==> src/bcir_pkg.sv <==
package bcir_pkg;

	localparam int LENGTH_WIDTH = 32;
	localparam int BUF_W        = 15;
	localparam int CNT_W        = 4;
	localparam int Q_DEPTH      = 4;
	localparam int Q_PTR_W      = $clog2(Q_DEPTH);
	localparam int Q_CNT_W      = $clog2(Q_DEPTH + 1);

	typedef enum logic [7:0] {
		REG_SRC_BIT_OFFSET = 8'd0,
		REG_DST_BIT_OFFSET = 8'd1,
		REG_LENGTH_BITS    = 8'd2,
		REG_INVERT         = 8'd3
	} cfg_reg_t;

	typedef struct packed {
		logic             en;
		logic [7:0]       index;
		logic [31:0]      data;
	} cfg_wr_t;

	typedef struct packed {
		logic [7:0] dest_byte;
		logic [7:0] write_mask;
		logic       last;
	} result_t;

	typedef struct packed {
		logic    push_a;
		logic    push_b;
		result_t res_a;
		result_t res_b;
	} push_t;

	typedef struct packed {
		logic [BUF_W-1:0]        buf_bits;
		logic [CNT_W-1:0]        count;
		logic [LENGTH_WIDTH-1:0] out_left;
		logic                    first_out_done;
	} pack_state_t;

	typedef struct packed {
		pack_state_t st;
		result_t     res;
	} emit_t;

	// Take the low byte of the buffer as one destination byte and advance.
	function automatic emit_t emit_byte(pack_state_t st, logic [2:0] dst_off);
		logic [2:0]       start;
		logic [3:0]       ne;
		logic [8:0]       lowm;
		logic [7:0]       mask;
		logic [CNT_W-1:0] used;
		emit_t            r;
		start = st.first_out_done ? 3'd0 : dst_off;
		ne    = 4'd8 - {1'b0, start};
		if ({{(LENGTH_WIDTH-4){1'b0}}, ne} > st.out_left)
			ne = st.out_left[3:0];
		lowm  = (9'd1 << ne) - 9'd1;
		mask  = lowm[7:0] << start;
		r.res.dest_byte      = st.buf_bits[7:0] & mask;
		r.res.write_mask     = mask;
		r.st.out_left        = st.out_left - {{(LENGTH_WIDTH-4){1'b0}}, ne};
		r.res.last           = (r.st.out_left == '0);
		r.st.first_out_done  = 1'b1;
		used                 = (st.count < 4'd8) ? st.count : 4'd8;
		r.st.buf_bits        = {8'd0, st.buf_bits[BUF_W-1:8]};
		r.st.count           = st.count - used;
		return r;
	endfunction

endpackage

==> src/bcir_align.sv <==
module bcir_align (
	input  logic                 clk,
	input  logic                 arst_n,
	input  bcir_pkg::cfg_wr_t    cfg,
	input  logic                 fire,
	input  logic [7:0]           byte_s1,
	output bcir_pkg::push_t      push
);

	logic [2:0]                        src_off_q;
	logic [2:0]                        dst_off_q;
	logic [bcir_pkg::LENGTH_WIDTH-1:0] length_q;
	logic                              invert_q;

	logic                              seen_q;
	logic [bcir_pkg::LENGTH_WIDTH-1:0] src_left_q;
	bcir_pkg::pack_state_t             st_q;

	logic                              start;
	logic                              take;
	logic [2:0]                        skip;
	logic [3:0]                        n_full;
	logic [3:0]                        n;
	logic [7:0]                        shifted;
	logic [8:0]                        nmask;
	logic [7:0]                        bits;
	logic [bcir_pkg::LENGTH_WIDTH-1:0] src_left0;
	logic [bcir_pkg::LENGTH_WIDTH-1:0] src_left1;
	bcir_pkg::pack_state_t             st0;
	bcir_pkg::pack_state_t             st1;
	bcir_pkg::pack_state_t             st2;
	bcir_pkg::pack_state_t             st3;
	bcir_pkg::emit_t                   ea;
	bcir_pkg::emit_t                   eb;
	logic [63:0]                       data_ext;

	assign data_ext = {32'd0, cfg.data};

	always_comb begin
		start = !seen_q;
		// a zero-length run ignores the byte and starts nothing
		take  = fire && !(start && (length_q == '0));
		skip  = start ? src_off_q : 3'd0;

		st0.buf_bits       = start ? '0 : st_q.buf_bits;
		st0.count          = start ? {1'b0, dst_off_q} : st_q.count;
		st0.out_left       = start ? length_q : st_q.out_left;
		st0.first_out_done = start ? 1'b0 : st_q.first_out_done;
		src_left0          = start ? length_q : src_left_q;

		n_full = 4'd8 - {1'b0, skip};
		if ({{(bcir_pkg::LENGTH_WIDTH-4){1'b0}}, n_full} > src_left0)
			n = src_left0[3:0];
		else
			n = n_full;

		shifted = (byte_s1 >> skip) ^ {8{invert_q}};
		nmask   = (9'd1 << n) - 9'd1;
		bits    = shifted & nmask[7:0];

		st1          = st0;
		st1.buf_bits = st0.buf_bits | ({7'd0, bits} << st0.count);
		st1.count    = st0.count + n;
		src_left1    = src_left0 - {{(bcir_pkg::LENGTH_WIDTH-4){1'b0}}, n};

		ea          = bcir_pkg::emit_byte(st1, dst_off_q);
		push.push_a = take && (st1.count >= 4'd8) && (st1.out_left != '0);
		st2         = push.push_a ? ea.st : st1;

		// flush the partial byte once the last source bits are in
		eb          = bcir_pkg::emit_byte(st2, dst_off_q);
		push.push_b = take && (src_left1 == '0) && (st2.count != '0) && (st2.out_left != '0);
		st3         = push.push_b ? eb.st : st2;

		push.res_a = ea.res;
		push.res_b = eb.res;
	end

	always_ff @(posedge clk or negedge arst_n) begin
		if (!arst_n) begin
			src_off_q  <= '0;
			dst_off_q  <= '0;
			length_q   <= '0;
			invert_q   <= 1'b0;
			seen_q     <= 1'b0;
			src_left_q <= '0;
			st_q       <= '0;
		end else if (cfg.en) begin
			case (cfg.index)
				bcir_pkg::REG_SRC_BIT_OFFSET: begin
					src_off_q <= cfg.data[2:0];
					seen_q    <= 1'b0;
					src_left_q <= '0;
					st_q      <= '0;
				end
				bcir_pkg::REG_DST_BIT_OFFSET: begin
					dst_off_q <= cfg.data[2:0];
					seen_q    <= 1'b0;
					src_left_q <= '0;
					st_q      <= '0;
				end
				bcir_pkg::REG_LENGTH_BITS: begin
					length_q  <= data_ext[bcir_pkg::LENGTH_WIDTH-1:0];
					seen_q    <= 1'b0;
					src_left_q <= '0;
					st_q      <= '0;
				end
				bcir_pkg::REG_INVERT: begin
					invert_q  <= cfg.data[0];
					seen_q    <= 1'b0;
					src_left_q <= '0;
					st_q      <= '0;
				end
				default: begin
				end
			endcase
		end else if (take) begin
			if (src_left1 == '0) begin
				seen_q     <= 1'b0;
				src_left_q <= '0;
				st_q       <= '0;
			end else begin
				seen_q     <= 1'b1;
				src_left_q <= src_left1;
				st_q       <= st3;
			end
		end
	end

endmodule

==> src/bcir_outq.sv <==
module bcir_outq (
	input  logic               clk,
	input  logic               arst_n,
	input  bcir_pkg::push_t    push,
	output logic               room,
	output logic               out_valid,
	input  logic               out_stall,
	output bcir_pkg::result_t  head
);

	bcir_pkg::result_t            mem [bcir_pkg::Q_DEPTH];
	logic [bcir_pkg::Q_PTR_W-1:0] wr_q;
	logic [bcir_pkg::Q_PTR_W-1:0] rd_q;
	logic [bcir_pkg::Q_CNT_W-1:0] cnt_q;
	logic [bcir_pkg::Q_PTR_W-1:0] wr_b;
	logic [bcir_pkg::Q_CNT_W-1:0] n_push;
	logic                         pop;

	assign out_valid = (cnt_q != '0);
	assign head      = mem[rd_q];
	assign pop       = out_valid && !out_stall;
	// two free slots guarantee a beat's worst case of two results fits
	assign room      = (cnt_q <= bcir_pkg::Q_CNT_W'(bcir_pkg::Q_DEPTH - 2));
	assign wr_b      = push.push_a ? wr_q + 1'b1 : wr_q;
	assign n_push    = bcir_pkg::Q_CNT_W'(push.push_a) + bcir_pkg::Q_CNT_W'(push.push_b);

	always_ff @(posedge clk) begin
		if (push.push_a)
			mem[wr_q] <= push.res_a;
		if (push.push_b)
			mem[wr_b] <= push.res_b;
	end

	always_ff @(posedge clk or negedge arst_n) begin
		if (!arst_n) begin
			wr_q  <= '0;
			rd_q  <= '0;
			cnt_q <= '0;
		end else begin
			wr_q  <= wr_q + n_push[bcir_pkg::Q_PTR_W-1:0];
			if (pop)
				rd_q <= rd_q + 1'b1;
			cnt_q <= cnt_q + n_push - bcir_pkg::Q_CNT_W'(pop);
		end
	end

endmodule

==> src/bitmap_copy_invert_realign_unit.sv <==
// A source byte taken into the input register is realigned combinationally once the
// result queue has room; its result beats are written to the queue, raising out_valid.
// Throughput: one source byte per cycle; a byte may add a second beat (the tail flush),
// and the input stalls while the four-entry result queue holds three or more beats.
// Reset (arst_n low, asynchronous) clears registers, run state and the queue.
module bitmap_copy_invert_realign_unit (
	input  logic        clk,
	input  logic        arst_n,
	input  logic        in_valid,
	output logic        in_stall,
	input  logic [7:0]  src_byte,
	output logic        out_valid,
	input  logic        out_stall,
	output logic [7:0]  dest_byte,
	output logic [7:0]  write_mask,
	output logic        last,
	input  logic        cfg_valid,
	output logic        cfg_ready,
	input  logic [7:0]  cfg_index,
	input  logic [31:0] cfg_data
);

	logic               valid_s1;
	logic [7:0]         byte_s1;
	logic               room;
	logic               fire;
	bcir_pkg::cfg_wr_t  cfg;
	bcir_pkg::push_t    push;
	bcir_pkg::result_t  head;

	assign cfg_ready = 1'b1;
	assign cfg.en    = cfg_valid && cfg_ready;
	assign cfg.index = cfg_index;
	assign cfg.data  = cfg_data;

	assign fire     = valid_s1 && room;
	assign in_stall = valid_s1 && !room;

	always_ff @(posedge clk or negedge arst_n) begin
		if (!arst_n) begin
			valid_s1 <= 1'b0;
		end else if (!in_stall) begin
			valid_s1 <= in_valid;
		end
	end

	// hold the byte while stalled
	always_ff @(posedge clk) begin
		if (in_valid && !in_stall)
			byte_s1 <= src_byte;
	end

	bcir_align u_align (
		.clk     (clk),
		.arst_n  (arst_n),
		.cfg     (cfg),
		.fire    (fire),
		.byte_s1 (byte_s1),
		.push    (push)
	);

	bcir_outq u_outq (
		.clk       (clk),
		.arst_n    (arst_n),
		.push      (push),
		.room      (room),
		.out_valid (out_valid),
		.out_stall (out_stall),
		.head      (head)
	);

	assign dest_byte  = head.dest_byte;
	assign write_mask = head.write_mask;
	assign last       = head.last;

endmodule

==> config.mk <==
export PLATFORM = sky130hd
export DESIGN_NAME = bitmap_copy_invert_realign_unit
export DESIGN_NICKNAME = d
export VERILOG_FILES = /design/src/bcir_pkg.sv /design/src/bcir_align.sv /design/src/bcir_outq.sv /design/src/bitmap_copy_invert_realign_unit.sv
export SDC_FILE = /design/constraint.sdc
export NUM_CORES = 1
export LEC_CHECK = 0
export BUFFER_PORTS_ARGS = -buffer_cell sky130_fd_sc_hd__buf_2
export CAP_MARGIN = 10
export CORE_MARGIN = 1.5
export CORE_UTILIZATION = 45
export CTS_CLUSTER_SIZE = 40
export DETAILED_ROUTE_END_ITERATION = 16
export PLACE_DENSITY_LB_ADDON = 0.2
export REMOVE_ABC_BUFFERS = 1
export SYNTH_ARGS = -nofsm -noshare
export SYNTH_HDL_FRONTEND = slang
export SYNTH_HIERARCHICAL = 1
export SYNTH_SLANG_ARGS = --single-unit
==> constraint.sdc <==
create_clock -name clk -period 33.6 [get_ports clk]
set_input_delay 0 -clock clk [delete_from_list [all_inputs] [get_ports clk]]
set_output_delay 0 -clock clk [all_outputs]
set_load 0.01 [all_outputs]
After elaboration in Yosys (flattened, before gate mapping)

Memories as Yosys holds them, arrays and structs flattened.
Cells that the tools add are included.

Flip-flop bits (word level): 140
Memory bits (writable): 68
Input port bits: 53
Output and inout bits: 20
Word-level logic and storage cells: 121
Memories: 1

$add $sub $neg: 18
Magnitude comparators: 7
Equality and inequality tests: 4
Shift-type cells: 7
Muxes and demuxes: 32
Bitwise gates (word level): 5
Reductions and logical operators: 32

Memories:

| name       | words | width | rd ports | clocked after Yosys merged registers in | write ports | line            | source |
|---|---|---|---|---|---|---|---|
| u_outq.mem | 4     | 17    | 1        | 0                                       | 2           | bcir_outq.sv:11 | `bcir_pkg::result_t mem [bcir_pkg::Q_DEPTH];` |

Operator list:

| cell                                                                  | number |
|---|---|
| 52-bit two-way mux                                                    | 6 |
| 32-bit two-way mux                                                    | 6 |
| 32-bit zero test                                                      | 4 |
| 4-bit by 32-bit > comparator with 1-bit output                        | 3 |
| 32-bit by 4-bit subtractor with 32-bit output                         | 3 |
| 32-bit nonzero test                                                   | 2 |
| 8-bit AND                                                             | 3 |
| 4-bit two-way mux                                                     | 6 |
| 1-bit by 4-bit << shifter with 8-bit output, first input constant     | 3 |
| 8-bit by 1-bit subtractor with 8-bit output, second input constant    | 3 |
| 8-bit by 2-bit equality test with 1-bit output, second input constant | 2 |
| 8-bit by 3-bit << shifter with 8-bit output                           | 2 |
| 15-bit two-way mux                                                    | 1 |
| 15-bit OR                                                             | 1 |
| 8-bit by 4-bit << shifter with 15-bit output                          | 1 |
| 4-bit by 3-bit subtractor with 4-bit output, first input constant     | 3 |
| 1-bit logical AND                                                     | 11 |
| 2-bit AND reduction                                                   | 5 |
| 1-bit two-way mux                                                     | 9 |
| 3-bit two-way mux                                                     | 3 |
| 8-bit by 1-bit equality test with 1-bit output, second input constant | 1 |
| 8-bit zero test                                                       | 1 |
| 4-bit less-than comparator, second input constant                     | 2 |
| 8-bit by 3-bit right shift with 8-bit output                          | 1 |
| other kinds (17)                                                      | 23 |

Logic depth before layout (Yosys ltp)

Gate-level depths: netlist of run 1.

Depth after elaboration: 19
Depth in mapped cells: 55

Cells and area by module

The synthesis of run 1 kept the hierarchy.

Modules (own cells, without submodules):

| module                          | instances | cells an instance | area an instance (um^2) | seq. area each (um^2) |
|---|---|---|---|---|
| bcir_align                      | 1         | 1,447             | 11,850.1                | 3,103.0 |
| bcir_outq                       | 1         | 216               | 3,930.0                 | 2,217.1 |
| bitmap_copy_invert_realign_unit | 1         | 16                | 315.3                   | 265.3 |

Worst setup path before layout of run 1

No wires, ideal clock.

Path kind: register to register
From: register u_align.seen_q
To: memory u_outq/mem[2][0] (netlist name) (data pin)
Setup time: 0.132 ns
Arrival time: 10.924 ns
Setup slack: 22.544 ns
Stages on the path, launching flop included: 54
Path buffers: 11
Period minus slack after synthesis: 11.056 ns
Path through: dfrtp_1 -> buf_2 -> buf_4 -> buf_4 -> buf_2 -> buf_2 -> nor2b_1 -> clkbuf_1 -> inv_1 -> clkbuf_1 -> ha_1 -> xnor2_1 -> inv_1 -> ha_1 -> nand4_1 -> o21ai_0 -> a2111oi_4 -> nand3_1 -> [18 not listed] -> a21oi_1 -> a41oi_1 -> nand4_2 -> clkbuf_1 -> nor2_1 -> a21oi_1 -> ha_1 -> nor2b_1 -> o21ai_0 -> nand2b_1 -> a21o_1 -> nor2_1 -> and4_1 -> nor4bb_1 -> mux2i_1 -> a22oi_1 -> a2111oi_2 -> mux2_2

RTL lines:

| element                | line             | source |
|---|---|---|
| from (decl)            | bcir_align.sv:15 | `logic seen_q;` |
| from (signal assigned) | bcir_align.sv:85 | `seen_q <= 1'b0;` |
| from (signal assigned) | bcir_align.sv:92 | `seen_q <= 1'b0;` |
| from (signal assigned) | bcir_align.sv:98 | `seen_q <= 1'b0;` |
| to (decl)              | bcir_outq.sv:11  |  |

==> results of run 1 <==
[report_power, final]
part / internal, W / leakage (nW) / switching [W] / total (W)
combinational: 0.000445 / 4.51 / 0.000686 / 0.00113
clock: 0.000173 / 0.420 / 0.000110 / 0.000283
sequential: 0.000341 / 2.45 / 0.0000624 / 0.000403
[synth_stat cells (9+ instances only)]
master,instances,area [sq um]
mux4_2,17,383
a21oi_1,93,465
clkbuf_1,58,218
o211ai_1,9,67.6
nand2b_1,15,93.8
o21a_1,12,90.1
nor3_1,62,310
inv_1,49,184
nand2_1,143,537
dfrtp_1,132,3300
buf_2,17,85.1
xor2_1,43,377
edfxtp_1,76,2280
nor3b_1,18,135
nand4_1,26,163
xnor2_1,60,526
ha_1,44,551
o2111ai_1,10,87.6
nor4_1,24,150
mux2_2,94,1060
o31ai_1,9,67.6
and3_1,11,68.8
and2_1,17,106
a22o_1,36,315
or3_1,18,113
o22ai_1,13,81.3
mux2i_1,58,581
mux2_4,21,315
nor2_1,102,383
a21o_1,13,97.6
a211oi_1,11,82.6
nand3_1,45,225
a31oi_1,11,68.8
o21ai_0,80,400
nor2b_1,34,213
[worst max-delay path, delay by kind of cell, from the launching register on]
| family | cells | cell delay, ns |
|---|---|---|
| buffers and inverters | 4 | 0.85 |
| muxes | 2 | 0.49 |
| adders and majority gates | 6 | 1.74 |
| DFF | 1 | 0.64 |
| and+or+nand+nor | 12 | 3.10 |
| AOI/OAI and AO/OA | 14 | 3.70 |
| xor gates and xnor gates | 3 | 1.19 |
[cell families (layout without fill, tap and decap cells)]
kind of cell	after synthesis	in the layout	synth area share [%]
simple gates	585	585	19.5
compound gates	388	388	16.9
xor+xnor	104	104	5.74
buf+inv	150	233	4.28
fa+ha+maj	49	49	4.04
mux	193	193	14.8
other cells	2	2	0.0467
flops	208	208	34.7
[state kept, by name, summed over array words and instances, names as in the netlist, 3 cells and up]
signal,cells
u_align/src_off_q,3
u_align/st_q,52
u_align/src_left_q,32
byte_s1,8
u_align/length_q,32
u_outq/cnt_q,3
u_align/dst_off_q,3
u_outq/mem,68
[per-stage QoR]
stage / cells / worst slack (ns) / utilization, % / total power (W)
CTS: 2223 / 21.73 / 50.9 / 0.00181
global placement: 2132 / 21.83 / 47.2 / 0.00150
finish: 2223 / 21.73 / 50.9 / 0.00182
detailed placement: 2132 / 21.82 / 47.2 / 0.00151
floorplan: 1582 / 19.69 / - / 0.00122
global route: 2223 / 20.62 / 50.9 / 0.00195
[area by class of cell]
type	count	area [sq um]
inverters	53	199
multi-input cells	1321	9850
repair buffers	135	957
flip-flops and latches	208	5590
clock inverters	13	150
well taps	461	577
fillers	3255	17400
clock buffers	32	714
[routing by layer]
| layer | track usage, % | wire, microns | vias to the layer above |
|---|---|---|---|
| li1 | - | - | 6429 |
| met2 | 41.2 | 21500 | 559 |
| met5 | 0 | 0 | - |
| met1 | 37.6 | 21600 | 6708 |
| met4 | 7.66 | 1230 | 0 |
| met3 | 2.85 | 3090 | 83 |
[path summary, 6_finish.rpt]
kind | startpoint | end | slack (ns) | depth (start not counted)
min | arst_n | u_align/length_q[13] | 0.07 | 2
min reg2reg | u_align/st_q[50] | u_align/st_q[50] | 0.48 | 2
max in group asynchronous | arst_n | u_align/seen_q | 32.20 | 3
max reg2reg | u_align/seen_q | u_outq/mem[1][0] | 21.73 | 41
min in group clk | cfg_valid | u_align/src_left_q[27] | 0.14 | 3
max | u_align/seen_q | u_outq/mem[1][0] | 21.73 | 41
[placed cells by master, fill, tap and decap left out, types with 9 or more instances in the layout]
master	count
nand2_1	143
dfrtp_1	131
nor2_1	101
mux2_2	94
a21oi_1	93
o21ai_0	80
edfxtp_1	76
buf_2	70
nor3_1	62
xnor2_1	60
mux2i_1	58
inv_1	49
dlygate4sd3_1	46
nand3_1	45
ha_1	44
xor2_1	43
a22o_1	36
nor2b_1	34
clkbuf_16	27
nand4_1	26
nor4_1	24
mux2_4	21
buf_4	18
nor3b_1	18
or3_1	18
mux4_2	17
and2_1	16
nand2b_1	15
o22ai_1	13
a21o_1	13
o21a_1	12
and3_1	11
a31oi_1	11
a211oi_1	11
o2111ai_1	10
o211ai_1	9
o31ai_1	9
==> impl_summary.md, run 1 <==
Synthesis
For this run, asynchronously set or reset flops after synthesis account for between 60% and 70%. The proportion of synthesized chip area in sequential cells is 34.7%. The per-instance average area after synthesis is around 9.6 sq um. Among all flip-flop cells after synthesis, the most frequent one is dfrtp_1. The total of warnings raised by yosys is 6. The number of unique standard cell types used by synthesis is ~110.

In this run, synthesis inferred 76 flip-flops with an integrated enable. The flip-flop and latch count after synthesis is ~210. The total standard cell area after synthesis is between 0.015 and 0.02 sq mm. After technology mapping, the gate count stands at 1,679.

Global routing
Global routing used a little over a quarter of the available tracks across all layers. Entering global routing, the biggest net connects 80 pins. The number of global-route vias before repair is roughly 13,000. The wire length of the first global-routing pass is between 70,000 and 80,000 microns. The number of antenna violations at the first check in global routing is 0.

The aggregate global routing overflow is 0.

Clock network
The clock transition at the registers of the reported paths is ~0.060 ns. The clock root buffer master is clkbuf_16. The clock buffer count from CTS is 26.

The clock latency at the later pin of the worst-skew pair is 0.55 ns. The clock sink count is between 200 and 250. In this run, post-CTS repair resized a total of 0 instances. The hold buffer count at cts is between 40 and 50. The number of setup buffers added after CTS is 0.

In this run the number of H-tree levels came out at 1. No sink is reached through more buffers than the 3 on the longest clock path. The TritonCTS clock tree is built.

STA
Setup repair after global routing left no endpoint under its margin. Hold timing on the final database bottoms out at a slack of 0.0707 ns. Static timing analysis puts the maximum clock frequency at roughly 84 MHz. The number of max-slew violations in the final report is 0. After layout, the worst path uses a little over a third of the clock period. The number of hold-slack violations in the final timing report is 0.

The setup TNS is 0 ns. The worst slew slack as a fraction of its limit is between 10% and 20%. The minimum period implied by the final worst setup slack is approximately 12 ns. The setup skew after layout is approximately 0.014 ns. Setup violations remaining at the end of the flow were counted as 0. At the pin with the least slew margin, the transition time is 1.22 ns.

Worst setup path
The most used cell along the critical path is ha_1. The arrival time at the worst endpoint is about 12 ns. The data required time at the worst endpoint is about 34 ns.

In this run the worst path has a maximum fanout of 32. STA classifies the critical path startpoint as a register. The type of element capturing the critical path is a register. For this run, the slowest stage of the critical path takes 0.64 ns. The classification of the worst setup path is reg2reg. The highest-delay cell along the critical path is dfrtp_4.

Floorplanning
The floorplan step set the die width to between 150 and 200 microns. The starting density of the core is 45.5%. In this run the vertical extent of the chip is around 190 microns. The core box area is around 0.035 sq mm.

The site row count is slightly below 70. The number of ports placed on the die boundary is 73. The die area is 0.0369 sq mm.

Run
The number of violations of the max-capacitance limit is 0.

Cells and area
The count of nets after finishing is between 1,500 and 2,000. The total inserted antenna cells is 0. The design area is roughly 0.018 sq mm. From synthesis to final layout, the design area changed by 12.0%.

The post-route netlist has between 10% and 20% of its cells at a drive strength greater than 1.

Detailed routing
The final antenna-violating net count is 0. The via total after detailed routing is around 14,000. The via count normalized by instance count is 6.20. The total iterations of the first detailed-routing run is 5. For this block, the initial DRC count from the detailed router was 1,319. The final layout contains routed wiring with a total length of between 40,000 and 50,000 microns. The DRC violation count after routing is 0. The wire length per cell after detailed routing is roughly 21 microns.

Power and ir drop
For this design the static power due to leakage is between 7 and 8 nW. For this design the ratio of total power to cell area is between 100 and 150 mW/mm^2. IR analysis of the VDD net gives a maximum drop of between 0.04 and 0.05 mV.

Place
Buffers placed on the I/O ports in this run total roughly 70. The HPWL after detailed placement is 34,400 microns. The placed cell area is around 0.017 sq mm.

The global placer's final weighted congestion is 0.948.

Status
The run finished with clean final reports.

Min path
The path type of the worst min-delay path is in2async.
(Power assumes the default switching activity.)
==> run 2, diff against run 1 <==
==> constraint.sdc (replaced) <==
create_clock -name clk -period 10.1 [get_ports clk]
set_input_delay 0 -clock clk [delete_from_list [all_inputs] [get_ports clk]]
set_output_delay 0 -clock clk [all_outputs]
set_load 0.01 [all_outputs]
==> impl_summary.md, run 2 (synthesis gave the netlist of run 1 again) <==
Worst setup path
STA puts the critical path data arrival time at 9.90 ns. On the worst path, the slowest cell contributes a delay of 0.62 ns. The count of buffer and inverter cells on the critical path is 5.

On the critical path, the stage with the largest delay is an instance of dfrtp_4. The maximum fanout encountered on the critical timing path is 61. The critical path is of the reg2reg type. The most used cell along the critical path is a21o_1. The timing startpoint of the critical path is u_align/seen_q.

The kind of cell with the highest combined delay on the critical path is compound AO/OA/AOI/OAI gates. The data required time at the worst endpoint is 10.51 ns. The worst register-to-register path begins at u_align/seen_q. The nature of the critical path startpoint is a register. The worst setup path is captured at a register.

Floorplanning
The number of ports placed on the die boundary is between 70 and 80. The core box area is roughly 0.035 sq mm. For this configuration, the core starts out at a cell density of 45.5%.

In this run the vertical extent of the chip is 192 microns. The width of the die is roughly 190 microns. The floorplan step defined a die boundary enclosing approximately 0.037 sq mm. In this run the core area contains 69 standard-cell rows.

STA
The number of hold-slack violations in the final timing report is 0. In this run the tightest slew margin relative to its limit is roughly 12%. Setup repair after global routing left no endpoint under its margin. For this run, the top clock speed supported by timing is 105 MHz.

Final hold analysis gives a worst-case slack of ~0.097 ns. The number of max-slew violations in the final report is 0. Setup violations remaining at the end of the flow were counted as 0. The minimum period implied by the final worst setup slack is around 9.5 ns. Dividing the final minimum period by the clock period gives 93.9%. Setup slack closes at just over 0.6 ns.

At the pin with the least slew margin, the transition time is 1.29 ns. On the final layout, the worst clock skew is between 0.02 and 0.025 ns.

Cells and area
Of the cells placed in the final design, the portion with a size suffix greater than 1 is about 20%. The top cell types in the final layout, fill and taps aside, are nand2_1, dfrtp_1, nor2_1. The area overhead of the layout relative to synthesis is 14.5%.

Counting flops per register, the top entry is u_outq/mem. The flip-flop count of the largest register, all copies and words added is around 70. The most common library cell in the layout ignoring fill and taps is nand2_1. After the flow finishes, the layout carries non-filler instances totaling about 2,300. The filler cell count is about 3,200. In the final layout, the registers with the most flip-flops are u_outq/mem (68), u_align/st_q (52). The total inserted antenna cells is 0.

In the final design database the tool counted about 1,900 nets.

Global routing
The aggregate global routing overflow is 0. Entering global routing, the biggest net connects 122 pins. The number of global-route vias before repair is between 10,000 and 15,000. In the global route stage, overall resource usage came out at a little over a quarter. The number of antenna violations at the first check in global routing is 0. The first global-routing pass estimated between 70,000 and 80,000 microns of wire.

Clock network
The TritonCTS clock tree is built. The clock transition at the registers of the reported paths is about 0.06 ns. The clock buffer count from CTS is 25. The clock reaches the later pin of the worst-skew pair after ~0.56 ns. The maximum clock insertion buffer count is 3. In this run the number of H-tree levels came out at 1. The clock sink count is 208. The tree is rooted in a clkbuf_16.

Place
The number of input and output port buffers inserted is 71. Once placement completed, the tool counted placed cells totaling 2,168. The pre-CTS setup slack is about 0.0040 ns. The global placer's final weighted congestion is 0.952.

The HPWL after detailed placement is about 35,000 microns.

Power and ir drop
In this run the static leakage power is roughly 7.6 nW. The areal power density over the cells is between 300 and 400 mW/mm^2. The maximum ir drop on the vdd rail is 0.148 mV.

Run
The number of violations of the max-capacitance limit is 0.

Detailed routing
The first detailed-routing pass ran for 6 iterations. The via total after detailed routing is about 14,000. The total detailed-routing wirelength is ~48,000 microns. The final antenna-violating net count is 0. The initial DRC count is approximately 1,300. The DRC violation count after routing is 0. The via count normalized by instance count is 6.10. After detailed routing, the average wire length per cell comes to approximately 21 microns.

Min path
The path class of the tightest hold or removal check is in2async.

Status
The run finished with clean final reports.
==> run 2: cell types whose count changed in the layout (fill, tap and decap cells not counted), sizes merged <==
| cell | previous run | this run |
|---|---|---|
| dlygate4sd3 | 46 | 47 |
| inv | 52 | 51 |
| buf | 89 | 132 |
| clkbuf | 32 | 38 |
| clkinv | 9 | 8 |
| bufinv | 3 | 1 |
| clkinvlp | 2 | 1 |
==> run 2: repair_timing <==
item / in CTS / in global routing
gates cloned: 0 / 1
setup buffers: 2 / 5
endpoints found under the hold margin: 143 / 0
endpoints found under the setup margin: 4 / 4
pin swaps: 1 / 3
hold buffers: 47 / 0
resized for setup: 0 / 19
==> run 2: worst reg2reg max path: cells and delay by family (launching register included) <==
family	cells	cell delay (ns)
adder cells (fa/ha/maj)	3	1.04
AO/OA/AOI/OAI	13	3.28
buffers and inverters	5	0.92
AND/OR/NAND/NOR	9	2.63
multiplexers	3	0.84
flip-flops	1	0.62
==> run 2: power breakdown <==
group	internal [W]	switching (W)
clock network	0.000519	0.000372
registers	0.00113	0.000196
logic	0.00159	0.00235
==> run 2: path summary, 6_finish.rpt <==
path                            depth (start not counted)  slack, ns                endpoint
worst min register to register                          2       0.48   u_align/src_left_q[1]
min in group clk                                        3       0.10  u_align/src_left_q[30]
worst min-delay path                                    2        0.1  u_align/src_left_q[14]
worst max-delay path                                   33       0.61        u_outq/mem[3][0]
max in group asynchronous                               3       8.82          u_outq/rd_q[0]
worst max register to register                         33       0.61        u_outq/mem[3][0]
==> run 2: metrics by stage <==
step | power [W] | instance area [sq um] | TNS [ns] | util, %
6_report | 0.00616 | 18400 | 0 | 52.1
5_1_grt | 0.00660 | 18400 | 0 | 52.1
4_1_cts | 0.00605 | 18300 | 0 | 51.6
3_5_place_dp | 0.00511 | 17000 | 0 | 48.0
3_3_place_gp | 0.00508 | 17000 | 0 | 48.0
2_1_floorplan | 0.00404 | 15600 | -375.88 | -
==> run 2: metal layers <==
layer / vias up / routed length [microns] / global-route usage [%] / share of wire [%]
met5: - / 0 / 0 / 0
met4: 0 / 1140 / 6.92 / 2.4
met3: 71 / 3310 / 3.62 / 6.8
met2: 524 / 21700 / 40.7 / 45
met1: 6724 / 22300 / 38.0 / 46
li1: 6523 / - / - / -
==> run 2: layout make-up <==
type	instances	area (sq um)	share of cell area, %
Clock buffer	37	722	3.92
Clock inverter	8	72.6	0.394
Inverter	53	203	1.10
Multi-Input combinational cell	1321	9930	53.9
Sequential cell	208	5590	30.3
Tap cell	461	577	3.13
Timing Repair Buffer	180	1340	7.26
